### src/hdl/smvmac_pkg.sv
// ----------------------------------------------------------------------------
// smvmac_pkg: shared types and constants
// Sizes, command codes and the beat record that flows down the row chain.
// ----------------------------------------------------------------------------
package smvmac_pkg;

   // array geometry
   localparam int ARRAY_SIZE = 8;
   localparam int BYTE_W     = 8;
   localparam int LANE_W     = 64;
   localparam int DATA_W     = ARRAY_SIZE * BYTE_W;
   localparam int PROD_W     = 2 * BYTE_W;
   localparam int SUM_W      = 19;
   localparam int COL_W      = 3;
   localparam int IDX_W      = (ARRAY_SIZE > 1) ? $clog2(ARRAY_SIZE) : 1;

   // signed 16-bit range used for the overflow flag
   localparam logic signed [SUM_W-1:0] INT16_MIN = -19'sd32768;
   localparam logic signed [SUM_W-1:0] INT16_MAX = 19'sd32767;

   // command codes
   typedef enum logic {
      CMD_LOAD = 1'b0,
      CMD_MULT = 1'b1
   } smvmac_cmd_type;

   // one beat in the chain: a weight row being pushed down, or a vector
   // collecting column sums
   typedef struct packed {
      logic                                valid;
      smvmac_cmd_type                      cmd;
      logic [DATA_W-1:0]                   data;
      logic [ARRAY_SIZE-1:0][SUM_W-1:0]    sum;
      logic [ARRAY_SIZE-1:0]               over;
   } smvmac_beat_type;

endpackage

### src/hdl/smvmac_cell.sv
// ----------------------------------------------------------------------------
// smvmac_cell: one weight row of the array
// Holds one row of weights. A load beat swaps its row in and carries the old
// row on to the next cell; a vector beat adds lane * weight to every column.
// ----------------------------------------------------------------------------
module smvmac_cell
   import smvmac_pkg::*;
(
   input  logic            clock,
   input  logic            reset,
   input  logic            advance,
   input  smvmac_beat_type beat_i,
   output smvmac_beat_type beat_o
);

   logic [ARRAY_SIZE-1:0][BYTE_W-1:0] weight_ff;
   smvmac_beat_type                   beat_ff;
   smvmac_beat_type                   beat_in;
   logic signed [BYTE_W-1:0]          lane;
   logic signed [PROD_W-1:0]          prod [ARRAY_SIZE];
   logic signed [SUM_W-1:0]           acc  [ARRAY_SIZE];

   // this row's lane is always the low byte; the vector shifts down a byte per cell
   assign lane = $signed(beat_i.data[BYTE_W-1:0]);

   // per-column products and running sums
   always_comb begin
      for (int c = 0; c < ARRAY_SIZE; c++) begin
         prod[c] = lane * $signed(weight_ff[c]);
         acc[c]  = $signed(beat_i.sum[c])
                 + $signed({{(SUM_W-PROD_W){prod[c][PROD_W-1]}}, prod[c]});
      end
   end

   // next beat
   always_comb begin
      beat_in = beat_i;
      unique case (beat_i.cmd)
         CMD_LOAD: begin
            beat_in.data = weight_ff;
         end
         CMD_MULT: begin
            beat_in.data = beat_i.data >> BYTE_W;
            for (int c = 0; c < ARRAY_SIZE; c++) begin
               beat_in.sum[c]  = acc[c];
               beat_in.over[c] = beat_i.over[c] || (acc[c] < INT16_MIN)
                                 || (acc[c] > INT16_MAX);
            end
         end
      endcase
   end

   // weight row: replaced when a load beat passes
   always_ff @(posedge clock) begin
      if (advance && beat_i.valid && (beat_i.cmd == CMD_LOAD)) begin
         weight_ff <= beat_i.data;
      end
   end

   // beat register
   always_ff @(posedge clock) begin
      if (reset) begin
         beat_ff <= '0;
      end else if (advance) begin
         beat_ff <= beat_in;
      end
   end

   assign beat_o = beat_ff;

endmodule

### config.mk
export PLATFORM = sky130hd
export DESIGN_NAME = smvmac_cell
export DESIGN_NICKNAME = d
export VERILOG_FILES = /design/src/hdl/smvmac_pkg.sv /design/src/hdl/smvmac_cell.sv
export SDC_FILE = /design/constraint.sdc
export NUM_CORES = 2
export LEC_CHECK = 0
export ABC_AREA = 1
export BUFFER_PORTS_ARGS = -buffer_cell sky130_fd_sc_hd__buf_2
export CORE_ASPECT_RATIO = 1.5
export CORE_MARGIN = 5
export CORE_UTILIZATION = 60
export CTS_BUF_LIST = sky130_fd_sc_hd__clkbuf_2 sky130_fd_sc_hd__clkbuf_4 sky130_fd_sc_hd__clkbuf_8
export DETAILED_ROUTE_END_ITERATION = 7
export PLACE_DENSITY = 0.92
export SYNTH_ARGS = -nofsm -noshare
export SYNTH_HDL_FRONTEND = slang
export SYNTH_SLANG_ARGS = --single-unit
### constraint.sdc
create_clock -name clock -period 7.6 [get_ports clock]
set_input_delay 1.9 -clock clock [delete_from_list [all_inputs] [get_ports clock]]
set_output_delay 1.9 -clock clock [all_outputs]
set_load 0.05 [all_outputs]
Yosys cells after proc, flatten, opt, wreduce, memory -nomap -nowiden:

Index checks and enable logic that the tools add are counted.

* add/subtract/negate cells: 8
* multipliers: 8
* div/mod/pow operators: 0
* order comparisons: 16
* equality and inequality tests: 0
* shift operators: 0
* muxes and demuxes: 2
* bitwise operators: 1
* reductions and logical operators: 18

Operators by type and width (number)
* 160-bit 2-to-1 mux: 1
* 19-bit by 16-bit adder with 19-bit output: 8
* 19-bit by 16-bit > comparator with 1-bit output, second input constant: 8
* 19-bit by 16-bit < comparator with 1-bit output, second input constant: 8
* 8-bit by 8-bit multiplier with 16-bit output: 8
* 64-bit one-hot mux with 2 select lines: 1
* 1-bit logical OR: 16
* 1-bit logical AND: 2
* 1-bit inverter: 1

* register bits: 290
* bits in latches: 0
* RAM bits: 0
* bits in read-only memories: 0
* bits of input ports: 229
* output and inout port bits: 226
* logic and storage cells: 73
* memories kept: 0

Longest topological paths before layout:

* depth in word-level cells: 6
* gate-level depth with buffers: 25
* mapped depth without buffers: 23

Worst setup path after synthesis:

Ideal clock, no wire load.

* path kind: input-to-reg
* start point: input beat_i[167] (netlist name)
* end point: register beat_ff, in the netlist beat_o[4]
* library setup time: 0.122 ns
* data arrival time: 6.477 ns
* required time: 7.478 ns
* setup slack: 1.000 ns
* cell stages on the path: 24
* path buffers: 2
* cell sequence: clkbuf_1 > clkbuf_1 > nand2_1 > inv_1 > fa_1 > fa_1 > inv_1 > fa_1 > inv_1 > fa_1 > ha_1 > ha_1 > nand2_1 > inv_1 > nand2_1 > nand2_1 > a21oi_1 > nand2_1 > nand2_1 > nand2_1 > nor3_1 > nand2_1 > nand2_1 > a21oi_2

* word-level cells in the longest chain between the ends: 6
* elaborated cells on any way between the ends: 7
* those cells by class: add/sub (1); mul (1); order compare (2); mux (1); reduce/logical (2)

Ends and longest elaborated chain
* from (decl): line smvmac_cell.sv:12 `input smvmac_beat_type beat_i,`
* 8-bit by 8-bit multiplier with 16-bit output (*): line smvmac_cell.sv:29 `prod[c] = lane * $signed(weight_ff[c]);`
* 19-bit by 16-bit adder with 19-bit output (*): line smvmac_cell.sv:31 `+ $signed({{(SUM_W-PROD_W){prod[c][PROD_W-1]}}, prod[c]});`
* 19-bit by 16-bit < comparator with 1-bit output: line smvmac_cell.sv:46 `beat_in.over[c] = beat_i.over[c] || (acc[c] < INT16_MIN)`
* 1-bit logical OR: line smvmac_cell.sv:46
* 1-bit logical OR (*): line smvmac_cell.sv:47 `|| (acc[c] > INT16_MAX);`
* 160-bit 2-to-1 mux (*): line smvmac_cell.sv:38 `unique case (beat_i.cmd)`
* to (signal assigned): line smvmac_cell.sv:65 `beat_ff <= beat_in;`
* to (decl): line smvmac_cell.sv:17 `smvmac_beat_type beat_ff;`

Mark *: on every way between the ends. The rest lies on a longest branch, timed or not.
A chain may end at the register's enable or synchronous reset.

Worst setup path in the final report:

* start point: input beat_i[165] (netlist name)
* end point: register beat_ff, in the netlist beat_o[60]

* word-level cells in the longest chain between the ends: 3

Ends and longest elaborated chain (line)
* 8-bit by 8-bit multiplier with 16-bit output: smvmac_cell.sv:29
* 19-bit by 16-bit adder with 19-bit output: smvmac_cell.sv:31
* 160-bit 2-to-1 mux: smvmac_cell.sv:38

Every way passes these cells.

==> results <==
- The number of nets in the layout is 6948.
- TritonCTS built the clock tree.
- The cell at the root of the clock tree is sky130_fd_sc_hd__clkbuf_8.
- Across the run, the number of max-cap violations was 0.
- The most common cell after layout, fill and taps aside is sky130_fd_sc_hd__nand2_1.
- The CTS H-tree depth is 2.
- The initial utilization of the core area, before any placement, comes to 60.7%.
- The clock insertion delay at the later pin of the skew report is 0.71 ns.
- The die span in y is 331 um.
- The gate count of the mapped netlist is 5370.
- The first-pass iteration count of the detailed router is 8.
- The area added between synthesis and finish is 9.86%.
- In this run switching power makes up 57.3% of total power.
- The remaining antenna violation count after routing is 0.
- The chip width is 224 um.
- Of the total power, registers draw 11.2%.
- The via count of the first global-routing pass is 39200.
- Summed over all cells, the static leakage comes to 26.5 nW.
- In this run the tightest slew margin relative to its limit is 29.3%.
- For this run, design rule violations remaining after detail routing come to 0.
- The final worst clock skew is 0.0598 ns.
- The overall routed net length is 128000 um.
- Data arrives at the worst endpoint at 7.02 ns.
- The combinational power share is 79.2%.
- After synthesis, the largest area contributor takes up 32.6% of total cell area.
- Once the clock tree was built, the setup fixing pass inserted 0 buffers.
- Summing every instance area after synthesis gives 41300 sq um.
- The floorplan has 117 rows.
- In the post-synthesis netlist, the biggest area contributors are sky130_fd_sc_hd__fa_1 (33%), sky130_fd_sc_hd__nand2_1 (15%), sky130_fd_sc_hd__inv_1 (12%).
- The run finished with clean final reports.
- Gates resized during post-CTS repair numbered 0.
- For this block, the initial DRC count from the detailed router was 2882.
- The post-synthesis cell type count is 41.
- The share of layout cells above drive strength 1 is 11.2%.
- Yosys printed 0 warnings.
- The total global routing overflow is 0.
- In this run the count of I/O pins placed on the die edge is 455.
- The required time of the critical path is 8.11 ns.
- The global-route usage over all layers is 34.1%.
- The worst hold slack after final layout is 0.474 ns.
- The peak ir drop on the vdd network is 0.393 mV.
- Along the worst path, the maximum fanout reaches 29.
- Summed over all failing endpoints, the final setup total negative slack is 0 ns.
- The port buffer count is 454.
- The kind of critical path is in2reg.
- The nature of the critical path endpoint is a flop.
- The clock network fraction of design power is 9.6%.
- The post-synthesis area per instance is 7.69 sq um.
- In this run the standard cell core region covers 68100 sq um.
- Clock-pin slew was measured on the worst setup and hold paths at 0.07 ns.
- The number of fillers in the final layout is 5397.
- The worst path meets setup with 1.09 ns of slack.
- The type of the most critical hold path is reg2reg.
- The number of failing hold endpoints at the final stage came to 0.
- Setup repair after global routing left no endpoint under its margin.
- The final worst-path cycle share is 85.7%.
- For this run, the top clock speed supported by timing is 0.154 GHz.
- The HPWL after detailed placement is 98800 um.
- For the pin with the worst max-slew slack, the measured transition is 1.06 ns.
- The number of hold buffers added after CTS is 0.
- The longest clock path from root to sink contains 3 buffers.
- Of all cell types, the one taking the most synthesized area is sky130_fd_sc_hd__fa_1.
- The design draws 0.0193 W.
- The shortest clock period the worst path allows after layout is 6.51 ns.
- Entering global routing, the biggest net connects 164 pins.
- The total number of clock tree sinks is 290.
- The first global-routing pass estimated 202000 um of wire.
- The total number of vias is 36700.
- The worst setup path is launched from a primary input.
- In this run, CTS created clock tree buffers numbering 51.
- The routability-driven placement congestion ratio is 0.940.
- The net count after synthesis is 6623.
- After detailed routing, the average wire length per cell comes to 19.2 um.
- The pre-CTS worst setup slack is 0.503 ns.
- Dividing total power by cell area gives a power density of 425 nW/um^2.
- The die covers 74300 sq um.
- The number of antenna violations at the first check in global routing came to 5.
- The library cells used most frequently in the layout, excluding fill and tap cells, are sky130_fd_sc_hd__nand2_1 (1647), sky130_fd_sc_hd__inv_1 (1270), sky130_fd_sc_hd__fa_1 (672).
- The number of flip-flops and latches in the synthesized netlist is 290.
- Setup violations remaining at the end of the flow were counted as 0.
- After detailed routing, the number of vias per cell comes to 5.54.
- The max-slew violation total from the final report was 0.
- The fraction of the yosys area taken by sequential cells is 15.6%.
- The power dissipated by switching net loads is 0.0111 W.
- Internal power comes to 0.00825 W.
==> cell type report <==
cell class,instances,area [sq um],share of cell area [%]
inverter,1293,4870,10.7
tap,892,1120,2.46
clock inverter,34,418,0.921
clock buffer,62,822,1.81
multi-input combinational,3581,29200,64.3
antenna,3,7.51,0.0165
timing repair buffer,478,2520,5.56
sequential,290,6450,14.2
==> path summary, 6_finish.rpt <==
| path | from | end | slack (ns) | cells past startpoint |
|---|---|---|---|---|
| worst max-delay path | beat_i[165] | beat_o[60] | 1.09 | 17 |
| worst min-delay path | beat_o[221] | beat_o[221] | 0.47 | 2 |
| worst max register to register | weight_ff[56] | beat_o[7] | 2.16 | 19 |
| worst min register to register | beat_o[221] | beat_o[221] | 0.47 | 2 |
==> flip-flops by register name, summed over array words and instances, names as in the netlist <==
signal     count
beat_o       226
weight_ff     64
==> synthesized netlist by cell type (all sizes together) <==
library cell and count:
a21oi 129, o21ai 74, edfxtp 64, a31oi 93, ha 352, buf 78, nand2 1666, or2 25
xnor2 26, inv 1292, nand3 213, nor3 7, o21bai 5, nand3b 14, clkbuf 128, o211ai 47
o21a 5, a221oi 4, nand4 32, a22o 4, a21boi 2, xor2 43, fa 672, nor2 164
dfxtp 226, and3 3, and2 1, clkinv 1
==> power by group through the flow <==
stage / registers (W) / logic (W) / clock network [W]
global route: 0.00218 / 0.0172 / 0.00192
floorplan: 0.00316 / 0.0104 / 0
detailed placement: 0.00217 / 0.0150 / 0
global placement: 0.00217 / 0.0146 / 0
finish: 0.00216 / 0.0153 / 0.00185
CTS: 0.00215 / 0.0152 / 0.00187
==> critical path, stage by stage <==
cell,delay [ns]
sky130_fd_sc_hd__buf_2,0.62
sky130_fd_sc_hd__buf_4,0.30
sky130_fd_sc_hd__nand2_1,0.09
sky130_fd_sc_hd__fa_1,0.54
sky130_fd_sc_hd__fa_1,0.54
sky130_fd_sc_hd__inv_1,0.05
sky130_fd_sc_hd__fa_1,0.45
sky130_fd_sc_hd__fa_1,0.51
sky130_fd_sc_hd__fa_1,0.42
sky130_fd_sc_hd__ha_1,0.38
sky130_fd_sc_hd__a21oi_2,0.23
sky130_fd_sc_hd__nand2_1,0.15
sky130_fd_sc_hd__a21oi_1,0.23
sky130_fd_sc_hd__o21ai_0,0.18
sky130_fd_sc_hd__or2_0,0.24
sky130_fd_sc_hd__nand3_1,0.07
sky130_fd_sc_hd__a31oi_1,0.07
==> layer usage <==
layer  global-route usage (%)  vias to the layer above  share of wire [%]
li1                         -                    16600                  -
met1                     40.3                    17700                 36
met2                     57.3                     1940                 48
met3                     6.78                      540                9.1
met4                     21.0                        2                7.4
met5                        0                        -              0.010
==> logic make-up (layout without fill, tap and decap cells) <==
| kind of cell | after synthesis | count (layout) | synth area share [%] |
|---|---|---|---|
| and+or+nand+nor | 2125 | 2125 | 20.8 |
| buffers and inverters | 1499 | 1867 | 13.8 |
| adders and majority gates | 1024 | 1024 | 43.2 |
| AOI/OAI and AO/OA | 363 | 363 | 5.17 |
| DFF | 290 | 290 | 15.6 |
| xor gates and xnor gates | 69 | 69 | 1.46 |
| other | 0 | 3 | 0 |
==> per-stage QoR <==
step	instance area (sq um)	util (%)	std cells
global route	45400	66.7	6632
global placement	44100	64.8	6534
CTS	45400	66.7	6630
floorplan	41300	-	5370
detailed placement	44100	64.8	6534
finish	45400	66.7	6633
Power figures use the tool's default switching activity.
