## src/hdl/smvmac_pkg.sv

```systemverilog
// ----------------------------------------------------------------------------
// smvmac_pkg: shared types and constants
// Sizes, command codes and the beat record that flows down the row chain.
// ----------------------------------------------------------------------------
package smvmac_pkg;

   // array geometry
   localparam int ARRAY_SIZE = 8;
   localparam int BYTE_W     = 8;
   localparam int LANE_W     = 64;
   localparam int DATA_W     = ARRAY_SIZE * BYTE_W;
   localparam int PROD_W     = 2 * BYTE_W;
   localparam int SUM_W      = 19;
   localparam int COL_W      = 3;
   localparam int IDX_W      = (ARRAY_SIZE > 1) ? $clog2(ARRAY_SIZE) : 1;

   // signed 16-bit range used for the overflow flag
   localparam logic signed [SUM_W-1:0] INT16_MIN = -19'sd32768;
   localparam logic signed [SUM_W-1:0] INT16_MAX = 19'sd32767;

   // command codes
   typedef enum logic {
      CMD_LOAD = 1'b0,
      CMD_MULT = 1'b1
   } smvmac_cmd_type;

   // one beat in the chain: a weight row being pushed down, or a vector
   // collecting column sums
   typedef struct packed {
      logic                                valid;
      smvmac_cmd_type                      cmd;
      logic [DATA_W-1:0]                   data;
      logic [ARRAY_SIZE-1:0][SUM_W-1:0]    sum;
      logic [ARRAY_SIZE-1:0]               over;
   } smvmac_beat_type;

endpackage

```

## src/hdl/smvmac_drain.sv

```systemverilog
// ----------------------------------------------------------------------------
// smvmac_drain: column serializer
// Takes finished vectors off the end of the chain and sends one column sum
// per transfer. Holds the chain while a vector waits for the port.
// ----------------------------------------------------------------------------
module smvmac_drain
   import smvmac_pkg::*;
(
   input  logic                    clock,
   input  logic                    reset,
   input  smvmac_beat_type         beat_i,
   output logic                    advance,
   output logic                    rsp_valid,
   input  logic                    rsp_ready,
   output logic [COL_W-1:0]        rsp_column_index,
   output logic signed [SUM_W-1:0] rsp_column_sum,
   output logic                    rsp_exceeds_int16,
   output logic                    rsp_last_column
);

   logic                             busy_ff;
   logic [COL_W-1:0]                 count_ff;
   logic [ARRAY_SIZE-1:0][SUM_W-1:0] sum_ff;
   logic [ARRAY_SIZE-1:0]            over_ff;
   logic                             last_col;
   logic                             done;
   logic                             free;
   logic                             vec_arrives;
   logic                             take;

   assign last_col    = (count_ff == COL_W'(ARRAY_SIZE - 1));
   assign done        = busy_ff && rsp_ready && last_col;
   assign free        = !busy_ff || done;
   assign vec_arrives = beat_i.valid && (beat_i.cmd == CMD_MULT);
   assign take        = vec_arrives && free;

   // chain moves unless a finished vector has nowhere to go
   assign advance = !vec_arrives || free;

   // column counter and hold registers
   always_ff @(posedge clock) begin
      if (reset) begin
         busy_ff  <= 1'b0;
         count_ff <= '0;
      end else if (take) begin
         busy_ff  <= 1'b1;
         count_ff <= '0;
      end else if (busy_ff && rsp_ready) begin
         if (last_col) begin
            busy_ff <= 1'b0;
         end else begin
            count_ff <= count_ff + COL_W'(1);
         end
      end
   end

   always_ff @(posedge clock) begin
      if (take) begin
         sum_ff  <= beat_i.sum;
         over_ff <= beat_i.over;
      end
   end

   // result port
   assign rsp_valid         = busy_ff;
   assign rsp_column_index  = count_ff;
   assign rsp_column_sum    = $signed(sum_ff[count_ff[IDX_W-1:0]]);
   assign rsp_exceeds_int16 = over_ff[count_ff[IDX_W-1:0]];
   assign rsp_last_column   = last_col;

   // a stall only ever comes from a vector waiting on a busy serializer
   a_stall_cause: assert property (@(posedge clock) disable iff (reset)
      !advance |-> (busy_ff && vec_arrives && !done))
      else $error("chain stalled without a waiting vector");

   // a taken vector starts at column zero
   a_take_start: assert property (@(posedge clock) disable iff (reset)
      take |=> (busy_ff && (count_ff == '0)))
      else $error("serializer did not start at column zero");

   // the final column transfer empties the serializer unless a vector follows
   a_done_idle: assert property (@(posedge clock) disable iff (reset)
      (done && !take) |=> !busy_ff)
      else $error("serializer stayed busy after last column");

   // column counter stays inside the array
   a_count_range: assert property (@(posedge clock) disable iff (reset)
      busy_ff |-> (count_ff <= COL_W'(ARRAY_SIZE - 1)))
      else $error("column counter out of range");

endmodule

```

## config.mk

```make
export PLATFORM = sky130hd
export DESIGN_NAME = smvmac_drain
export DESIGN_NICKNAME = d
export VERILOG_FILES = /design/src/hdl/smvmac_pkg.sv /design/src/hdl/smvmac_drain.sv
export SDC_FILE = /design/constraint.sdc
export NUM_CORES = 1
export LEC_CHECK = 0
export BUFFER_PORTS_ARGS = -buffer_cell sky130_fd_sc_hd__clkbuf_2
export CAP_MARGIN = 10
export CORE_UTILIZATION = 48
export DETAILED_ROUTE_END_ITERATION = 6
export HOLD_SLACK_MARGIN = 0.15
export PLACE_DENSITY = 0.79
export SYNTH_ARGS = -nofsm -noshare
export SYNTH_HDL_FRONTEND = slang
export SYNTH_SLANG_ARGS = --single-unit
```

## constraint.sdc

```tcl
create_clock -name clock -period 11.1 [get_ports clock]
set_input_delay 1.665 -clock clock [delete_from_list [all_inputs] [get_ports clock]]
set_output_delay 1.665 -clock clock [all_outputs]
set_load 0.02 [all_outputs]
```

Word-level counts from Yosys, hierarchy flattened
Index checks and enable logic that the tools add are counted. W data, S select, Z words.

Register bits: 164. Input port bits: 229. Output and inout port bits: 26. Logic and storage cells: 35.

Add/subtract/negate cells: 1. Magnitude comparators: 1. Equal/unequal tests: 1. Multiplexer cells: 7. Bitwise gates (word level): 1. Reductions and logical operators: 13.

Operator list (number): $bmux W19 S3 (1); $mux W19 (1); $logic_and A1 B1 Y1 (4); $lt A3 B4 Y1 const B (1); $mux W1 (4); $reduce_and A2 Y1 (2); $reduce_bool A2 Y1 (2); $add A3 B1 Y3 const B (1); $bmux W1 S3 (1); $eq A3 B3 Y1 const B (1); $logic_not A1 Y1 (2); $logic_or A1 B1 Y1 (2); $reduce_or A2 Y1 (1); $not A1 Y1 (1).

Depth between registers and ports, before layout
Gate-level depths: netlist (run 1).

Word-level depth: 6. Depth in mapped cells: 5. Gate-level depth less buffers: 5.

Least setup slack after synthesis (run 1)
No wires, ideal clock.

Path type: in2reg. Start: in rsp_ready. End: reg over_ff[0], enable pin. Library setup time: 684 ps. Arrival time: 8488 ps. Required time: 10416 ps. Setup slack: 1928 ps. Cell stages on the path: 2. Buffers on the path: 0. Cell sequence: a21boi_0 > nor2_1.

Cells in the longest elaborated chain, start to end: 4.

Ends and longest elaborated chain: from (decl) (RTL line smvmac_drain.sv:14) `input logic rsp_ready,`; $logic_and A1 B1 Y1 (2 in a row) (RTL line smvmac_drain.sv:32) `assign done = busy_ff && rsp_ready && last_col;`; $logic_or A1 B1 Y1 (RTL line smvmac_drain.sv:33) `assign free = !busy_ff || done;`; $logic_and A1 B1 Y1 (RTL line smvmac_drain.sv:35) `assign take = vec_arrives && free;`; net take (RTL line smvmac_drain.sv:29) `logic take;`; to (signal assigned) (RTL line smvmac_drain.sv:60) `over_ff <= beat_i.over;`; to (decl) (RTL line smvmac_drain.sv:24) `logic [ARRAY_SIZE-1:0] over_ff;`.

The timed path passes the listed nets, and every way through them passes these cells. A chain may end at the register's enable or synchronous reset.

Worst setup path after layout (run 1)
Start: reg count_ff[0] (netlist: rsp_column_index[0]). End: out rsp_column_sum[15].

Cells in the longest elaborated chain, start to end: 2.

Ends and longest elaborated chain: from (decl) (RTL line smvmac_drain.sv:22) `logic [COL_W-1:0] count_ff;`; from (signal assigned) (RTL line smvmac_drain.sv:52) `count_ff <= count_ff + COL_W'(1);`; $bmux W19 S3 (RTL line smvmac_drain.sv:67) `assign rsp_column_sum = $signed(sum_ff[count_ff[IDX_W-1:0]]);`; $mux W19 (implied by the code) (RTL line smvmac_drain.sv:67); to (decl) (RTL line smvmac_drain.sv:16) `output logic signed [SUM_W-1:0] rsp_column_sum,`.

Every way passes these cells. The select of a mux whose other input is x is not followed.

==> results of run 1 <==
## cell usage after synthesis, types with 2 or more instances
| library cell | count |
|---|---|
| buf_2 | 3 |
| buf_6 | 5 |
| clkbuf_1 | 3 |
| dfxtp_1 | 4 |
| edfxtp_1 | 160 |
| ha_1 | 2 |
| mux2_2 | 20 |
| mux2i_1 | 2 |
| mux4_1 | 39 |
| nor2_1 | 5 |
## routing by layer
metal,routed length [um],global-route usage,vias up
met5,0,0,-
met4,195,0.07342,0
met3,601,0.05355,14
met2,6372,0.3160,106
met1,4625,0.2041,1604
li1,-,-,1515
## sequential cells by signal, summed over array words and instances (netlist names)
signal and count:
over_ff 8, rsp_valid 1, rsp_column_index 3, sum_ff 152
## per-stage QoR
| step | total power [W] | instances | area [um^2] | hold slack [ns] | util |
|---|---|---|---|---|---|
| 2_1_floorplan | 0.0007748 | 252 | 6352 | 0.7225 | - |
| 3_3_place_gp | 0.0008059 | 606 | 7472 | 0.5941 | 0.5850 |
| 3_5_place_dp | 0.0008116 | 606 | 7472 | 0.6156 | 0.5850 |
| 4_1_cts | 0.001377 | 638 | 8048 | 0.6291 | 0.6300 |
| 5_1_grt | 0.001411 | 638 | 8048 | 0.6512 | 0.6300 |
| 6_report | 0.001365 | 638 | 8048 | 0.6199 | 0.6300 |
## worst max-delay path, cell delays in order, from the launching register on
cell and delay [ns]:
dfxtp_2 0.76, buf_4 0.48, mux4_1 0.62, mux2_2 0.30, clkbuf_2 0.16
## how the worst min path moves through the flow
stage | slack (ns) | endpoint | startpoint
after floorplan | 0.72 | rsp_column_index[0]$_SDFFE_PP0P_ | rsp_valid$_SDFFE_PP0P_
after global placement | 0.59 | rsp_column_index[2]$_SDFFE_PP0P_ | rsp_column_index[2]$_SDFFE_PP0P_
after detailed placement | 0.62 | rsp_column_index[2]$_SDFFE_PP0P_ | rsp_column_index[2]$_SDFFE_PP0P_
after CTS | 0.63 | rsp_column_index[2]$_SDFFE_PP0P_ | rsp_column_index[2]$_SDFFE_PP0P_
after global routing | 0.65 | rsp_column_index[2]$_SDFFE_PP0P_ | rsp_column_index[2]$_SDFFE_PP0P_
final | 0.62 | rsp_column_index[2]$_SDFFE_PP0P_ | rsp_column_index[2]$_SDFFE_PP0P_
## where the power goes
part           internal (W)  leakage (nW)   total, W  switching [W]
Sequential         0.000712          1.52   0.000719     0.00000752
Clock              0.000351         0.263   0.000568       0.000217
Combinational     0.0000415          1.28  0.0000782      0.0000367
## final cells by class
type,instances,area (um^2),area share
Sequential cell,164,4887,0.6073
Multi-Input combinational cell,76,1389,0.1726
Timing Repair Buffer,194,980.9,0.1219
Clock buffer,21,440.4,0.05473
Tap cell,172,215.2,0.02674
Clock inverter,11,135.1,0.01679
## cells by family (layout without fill, tap and decap cells)
kind of cell	after synthesis	in the layout	synth area share
compound gates	3	3	0.003152
xor+xnor	1	1	0.001379
fa+ha+maj	2	2	0.003939
buf+inv	12	226	0.01359
flops	164	164	0.7690
mux	62	62	0.2035
simple gates	8	8	0.005515
==> results_dict.tcl, run 1 <==
set metrics [dict create \
    status "finished clean" \
    cts_hold_buf 0 \
    maxSlewViolCount 0 \
    num_antenna_cells 0 \
    rsz0062_at_grt "no" \
    rrSetupSlack_ns 7.08 \
    critical_path_class "flip-flop to output port" \
    drv_cap 0 \
    arrival_ns 2.75 \
    r2r-end "sum_ff[114]$_DFFE_PP_" \
    clock_skew_ns 0.008159 \
    start_kind "flip-flop" \
    grt_pass1_wl_mm 17.24 \
    grt_pass1_vias 3360 \
    die_h_um 117.0 \
    drc 0 \
    slew_headroom 0.3164 \
    drt_iter0_drc 196 \
    r2r_cells 6 \
    fmax_ghz 0.2267 \
    tightest_slew_ns 1.025 \
    cts_buffers 17 \
    worstHoldPathCells 3 \
    viasPerCell 5.077 \
    grt_usage 0.1790 \
    cp_data_required_time_ns 9.44 \
    finalNetCount 684 \
    start_util 0.4973 \
    ys_types 19 \
    htree_levels 4 \
    die-area_um2 13700 \
    clkSlewWorstSetupHoldPaths_ns 0.06 \
    postRouteAntennaNets 0 \
    synth_seq_area_share 0.7690 \
    yosysTopAreaCellShare 0.7564 \
    setup_tns_ns 0 \
    area_growth_pct 26.69 \
    grt_overflow 0 \
    clk_path_buf_depth 2 \
    cp-startpoint "rsp_column_index[0]$_SDFFE_PP0P_" \
    ys_warn_count 0 \
    yosysTopAreaCell "edfxtp_1" \
    wl_mm 11.80 \
    antenna_found_initial 0 \
    crit_path_end "rsp_column_sum[15]" \
    async_flop_share 0 \
    cts_sinks 164 \
    cts_tree "yes" \
    dr_total_vias 3239 \
    rows 41 \
    ys.flop_type "edfxtp_1" \
    hpwl_mm 8.095 \
    drive_gt1_frac 0.5193 \
    synthCells 252 \
    fillers 904 \
    syn-num-nets 483 \
    layout_setup_ws_ns 6.688 \
    leakagePower_nw 3.063 \
    reg2reg_from "rsp_column_index[1]$_SDFFE_PP0P_" \
    cp-end-kind "output port" \
    synth_edf_count 160 \
    setup_viol 0 \
    worstPathMaxFanout 22 \
    p_per_area_nw_per_um2 169.6 \
    post_cts_resized 0 \
    peakVddDrop_mv 0.09737 \
    grt_max_degree 85 \
    routedWlPerCell_um 18.49 \
    final_common_cell "clkbuf_2" \
    postSynthAreaPerCell_um2 25.21 \
    layout_common_cells "clkbuf_2, edfxtp_1, mux4_1, mux2_2, clkbuf_16" \
    synth_area_leaders "edfxtp_1, mux4_1, mux2_2" \
    insertion_delay_ns 0.41 \
    layout_min_cycle_time_ns 4.412 \
    post_cts_buffers 0 \
    synth_area_um2 6352 \
    min_path_type "flip-flop to flip-flop" \
    pre_cts_ws_ns 6.814 \
    dieWidth_um 117.0 \
    period_share 0.3974 \
    pin_count 255 \
    synth-seq-cells 164 \
    gp_congestion 0.6937 \
    port_buffers 190 \
    cts.root.buffer_cell "clkbuf_16" \
    first_pass_iters 6 \
    core_um2 12770 \
    hold_viol 0 \
]
Power figures use the tool's default switching activity.
==> run 2, diff against run 1 <==
clock period = 4.2 ns   (was 11.1 ns; I/O delays follow)
==> run 2 against run 1 <==
Net effect:
- design area is 0.82% higher
- utilization is 0.52 points higher
- count of clock-buffer cells in the layout is 3 lower
- die area stayed put
- total power rose to 2.7 times the previous value
- register-to-register slack got worse by 5.6 ns
==> results_dict.tcl, run 2 (same netlist as run 1, synthesis figures left out) <==
set metrics [dict create \
    status "finished clean" \
    placement.cell_area_um2 7497 \
    num_antenna_cells 0 \
    swShare 0.1864 \
    setup_viol 0 \
    post_cts_resized 0 \
    whs_ns 0.3830 \
    hpwl_mm 8.129 \
    final_common_cell "clkbuf_2" \
    power.switching_w 0.0006945 \
    tightest_slew_ns 0.9032 \
    cts.root.buffer_cell "clkbuf_16" \
    layout_common_cells "clkbuf_2, edfxtp_1, mux4_1, mux2_2, clkbuf_16" \
    clk_path_buf_depth 2 \
    first_pass_iters 5 \
    wl_mm 12.03 \
    fmax_ghz 0.3171 \
    area_growth_pct 27.73 \
    cts_tree "yes" \
    grt_pass1_wl_mm 17.33 \
    leakagePower_nw 3.103 \
    top_register "sum_ff" \
    grt_usage 0.1816 \
    cp-end-kind "output port" \
    grt_overflow 0 \
    layout_min_cycle_time_ns 3.154 \
    p_comb_frac 0.056 \
    gp_congestion 0.6838 \
    postRouteAntennaNets 0 \
    cts_sinks 164 \
    pin_count 255 \
    largest_reg_flops 152 \
    grt_max_degree 161 \
    clkSlewWorstSetupHoldPaths_ns 0.06 \
    die_h_um 117.0 \
    critical_path_class "flip-flop to output port" \
    drt_iter0_drc 180 \
    cts_buffers 17 \
    rows 41 \
    arrival_ns 2.52 \
    insertion_delay_ns 0.41 \
    cts_hold_buf 0 \
    worstPathMaxFanout 23 \
    viasPerCell 5.138 \
    start_util 0.4973 \
    drive_gt1_frac 0.5280 \
    clock_skew_ns 0.005065 \
    dieWidth_um 117.0 \
    post-route-cell-area_um2 8114 \
    cp_data_required_time_ns 3.57 \
    htree_levels 4 \
    p_int_w 0.003032 \
    drc 0 \
    antenna_found_initial 0 \
    maxSlewViolCount 0 \
    power_w 0.003726 \
    clkPwrFrac 0.434 \
    start_kind "flip-flop" \
    port_buffers 190 \
    min_path_type "input port to flip-flop" \
    rsz0062_at_grt "no" \
    peakVddDrop_mv 0.3462 \
    fillers 873 \
    p_per_area_nw_per_um2 459.3 \
    finalNetCount 684 \
    setup_tns_ns 0 \
    post_cts_buffers 0 \
    hold_viol 0 \
    core_um2 12770 \
    period_share 0.7509 \
    routedWlPerCell_um 18.92 \
    drv_cap 0 \
    grt_pass1_vias 3429 \
    dr_total_vias 3268 \
    slew_headroom 0.3979 \
    die-area_um2 13700 \
    pwr-share-seq 0.510 \
]
run 2: changes by cell type in the layout (fill, tap and decap cells not counted), sizes merged:
cell / previous run / this run
bufinv: 3 / 5
clkinvlp: 4 / 2
clkbuf: 211 / 208
clkinv: 4 / 5
run 2: metrics by stage:
| step | util | worst slack [ns] | instances |
|---|---|---|---|
| 6_report | 0.6352 | 1.046 | 636 |
| 5_1_grt | 0.6352 | 0.9208 | 636 |
| 4_1_cts | 0.6352 | 1.002 | 636 |
| 3_5_place_dp | 0.5869 | 1.460 | 606 |
| 3_3_place_gp | 0.5869 | 1.432 | 606 |
| 2_1_floorplan | - | 0.1689 | 252 |
run 2: area by class of cell:
cell class                      instances  area (um^2)  share of cell area
Tap cell                              172        215.2             0.02652
Multi-Input combinational cell         76         1389              0.1712
Sequential cell                       164         4887              0.6023
Timing Repair Buffer                  194         1006              0.1240
Clock buffer                           18        429.2             0.05289
Clock inverter                         12        187.7             0.02313
run 2: metal layers:
layer / part of all wire / wire length [um] / vias up / global-route usage
met5: 0 / 0 / - / 0
met4: 0.022 / 262 / 0 / 0.07848
met3: 0.049 / 585 / 24 / 0.06025
met2: 0.53 / 6401 / 110 / 0.3239
met1: 0.40 / 4784 / 1627 / 0.1981
li1: - / - / 1507 / -
run 2: path summary, 6_finish.rpt:
| check | start | to | slack, ns | cells past startpoint |
|---|---|---|---|---|
| worst max-delay path | rsp_column_index[0]$_SDFFE_PP0P_ | rsp_column_sum[2] | 1.05 | 4 |
| worst max register to register | rsp_column_index[0]$_SDFFE_PP0P_ | sum_ff[58]$_DFFE_PP_ | 1.44 | 5 |
| worst min register to register | rsp_column_index[2]$_SDFFE_PP0P_ | rsp_column_index[2]$_SDFFE_PP0P_ | 0.67 | 3 |
| worst min-delay path | beat_i[19] | sum_ff[11]$_DFFE_PP_ | 0.38 | 1 |
run 2: power groups by stage:
stage / registers (W) / logic [W] / clock network, W
6_report: 0.00190 / 0.000210 / 0.00162
5_1_grt: 0.00191 / 0.000227 / 0.00172
4_1_cts: 0.00190 / 0.000213 / 0.00165
3_5_place_dp: 0.00194 / 0.000212 / 0
3_3_place_gp: 0.00193 / 0.000202 / 0
2_1_floorplan: 0.00193 / 0.000107 / 0
run 2: worst max-delay path: stages, from the launching register on:
cell and delay [ns]:
dfxtp_2 0.78, buf_12 0.29, mux4_1 0.59, mux2_2 0.27, clkbuf_2 0.16
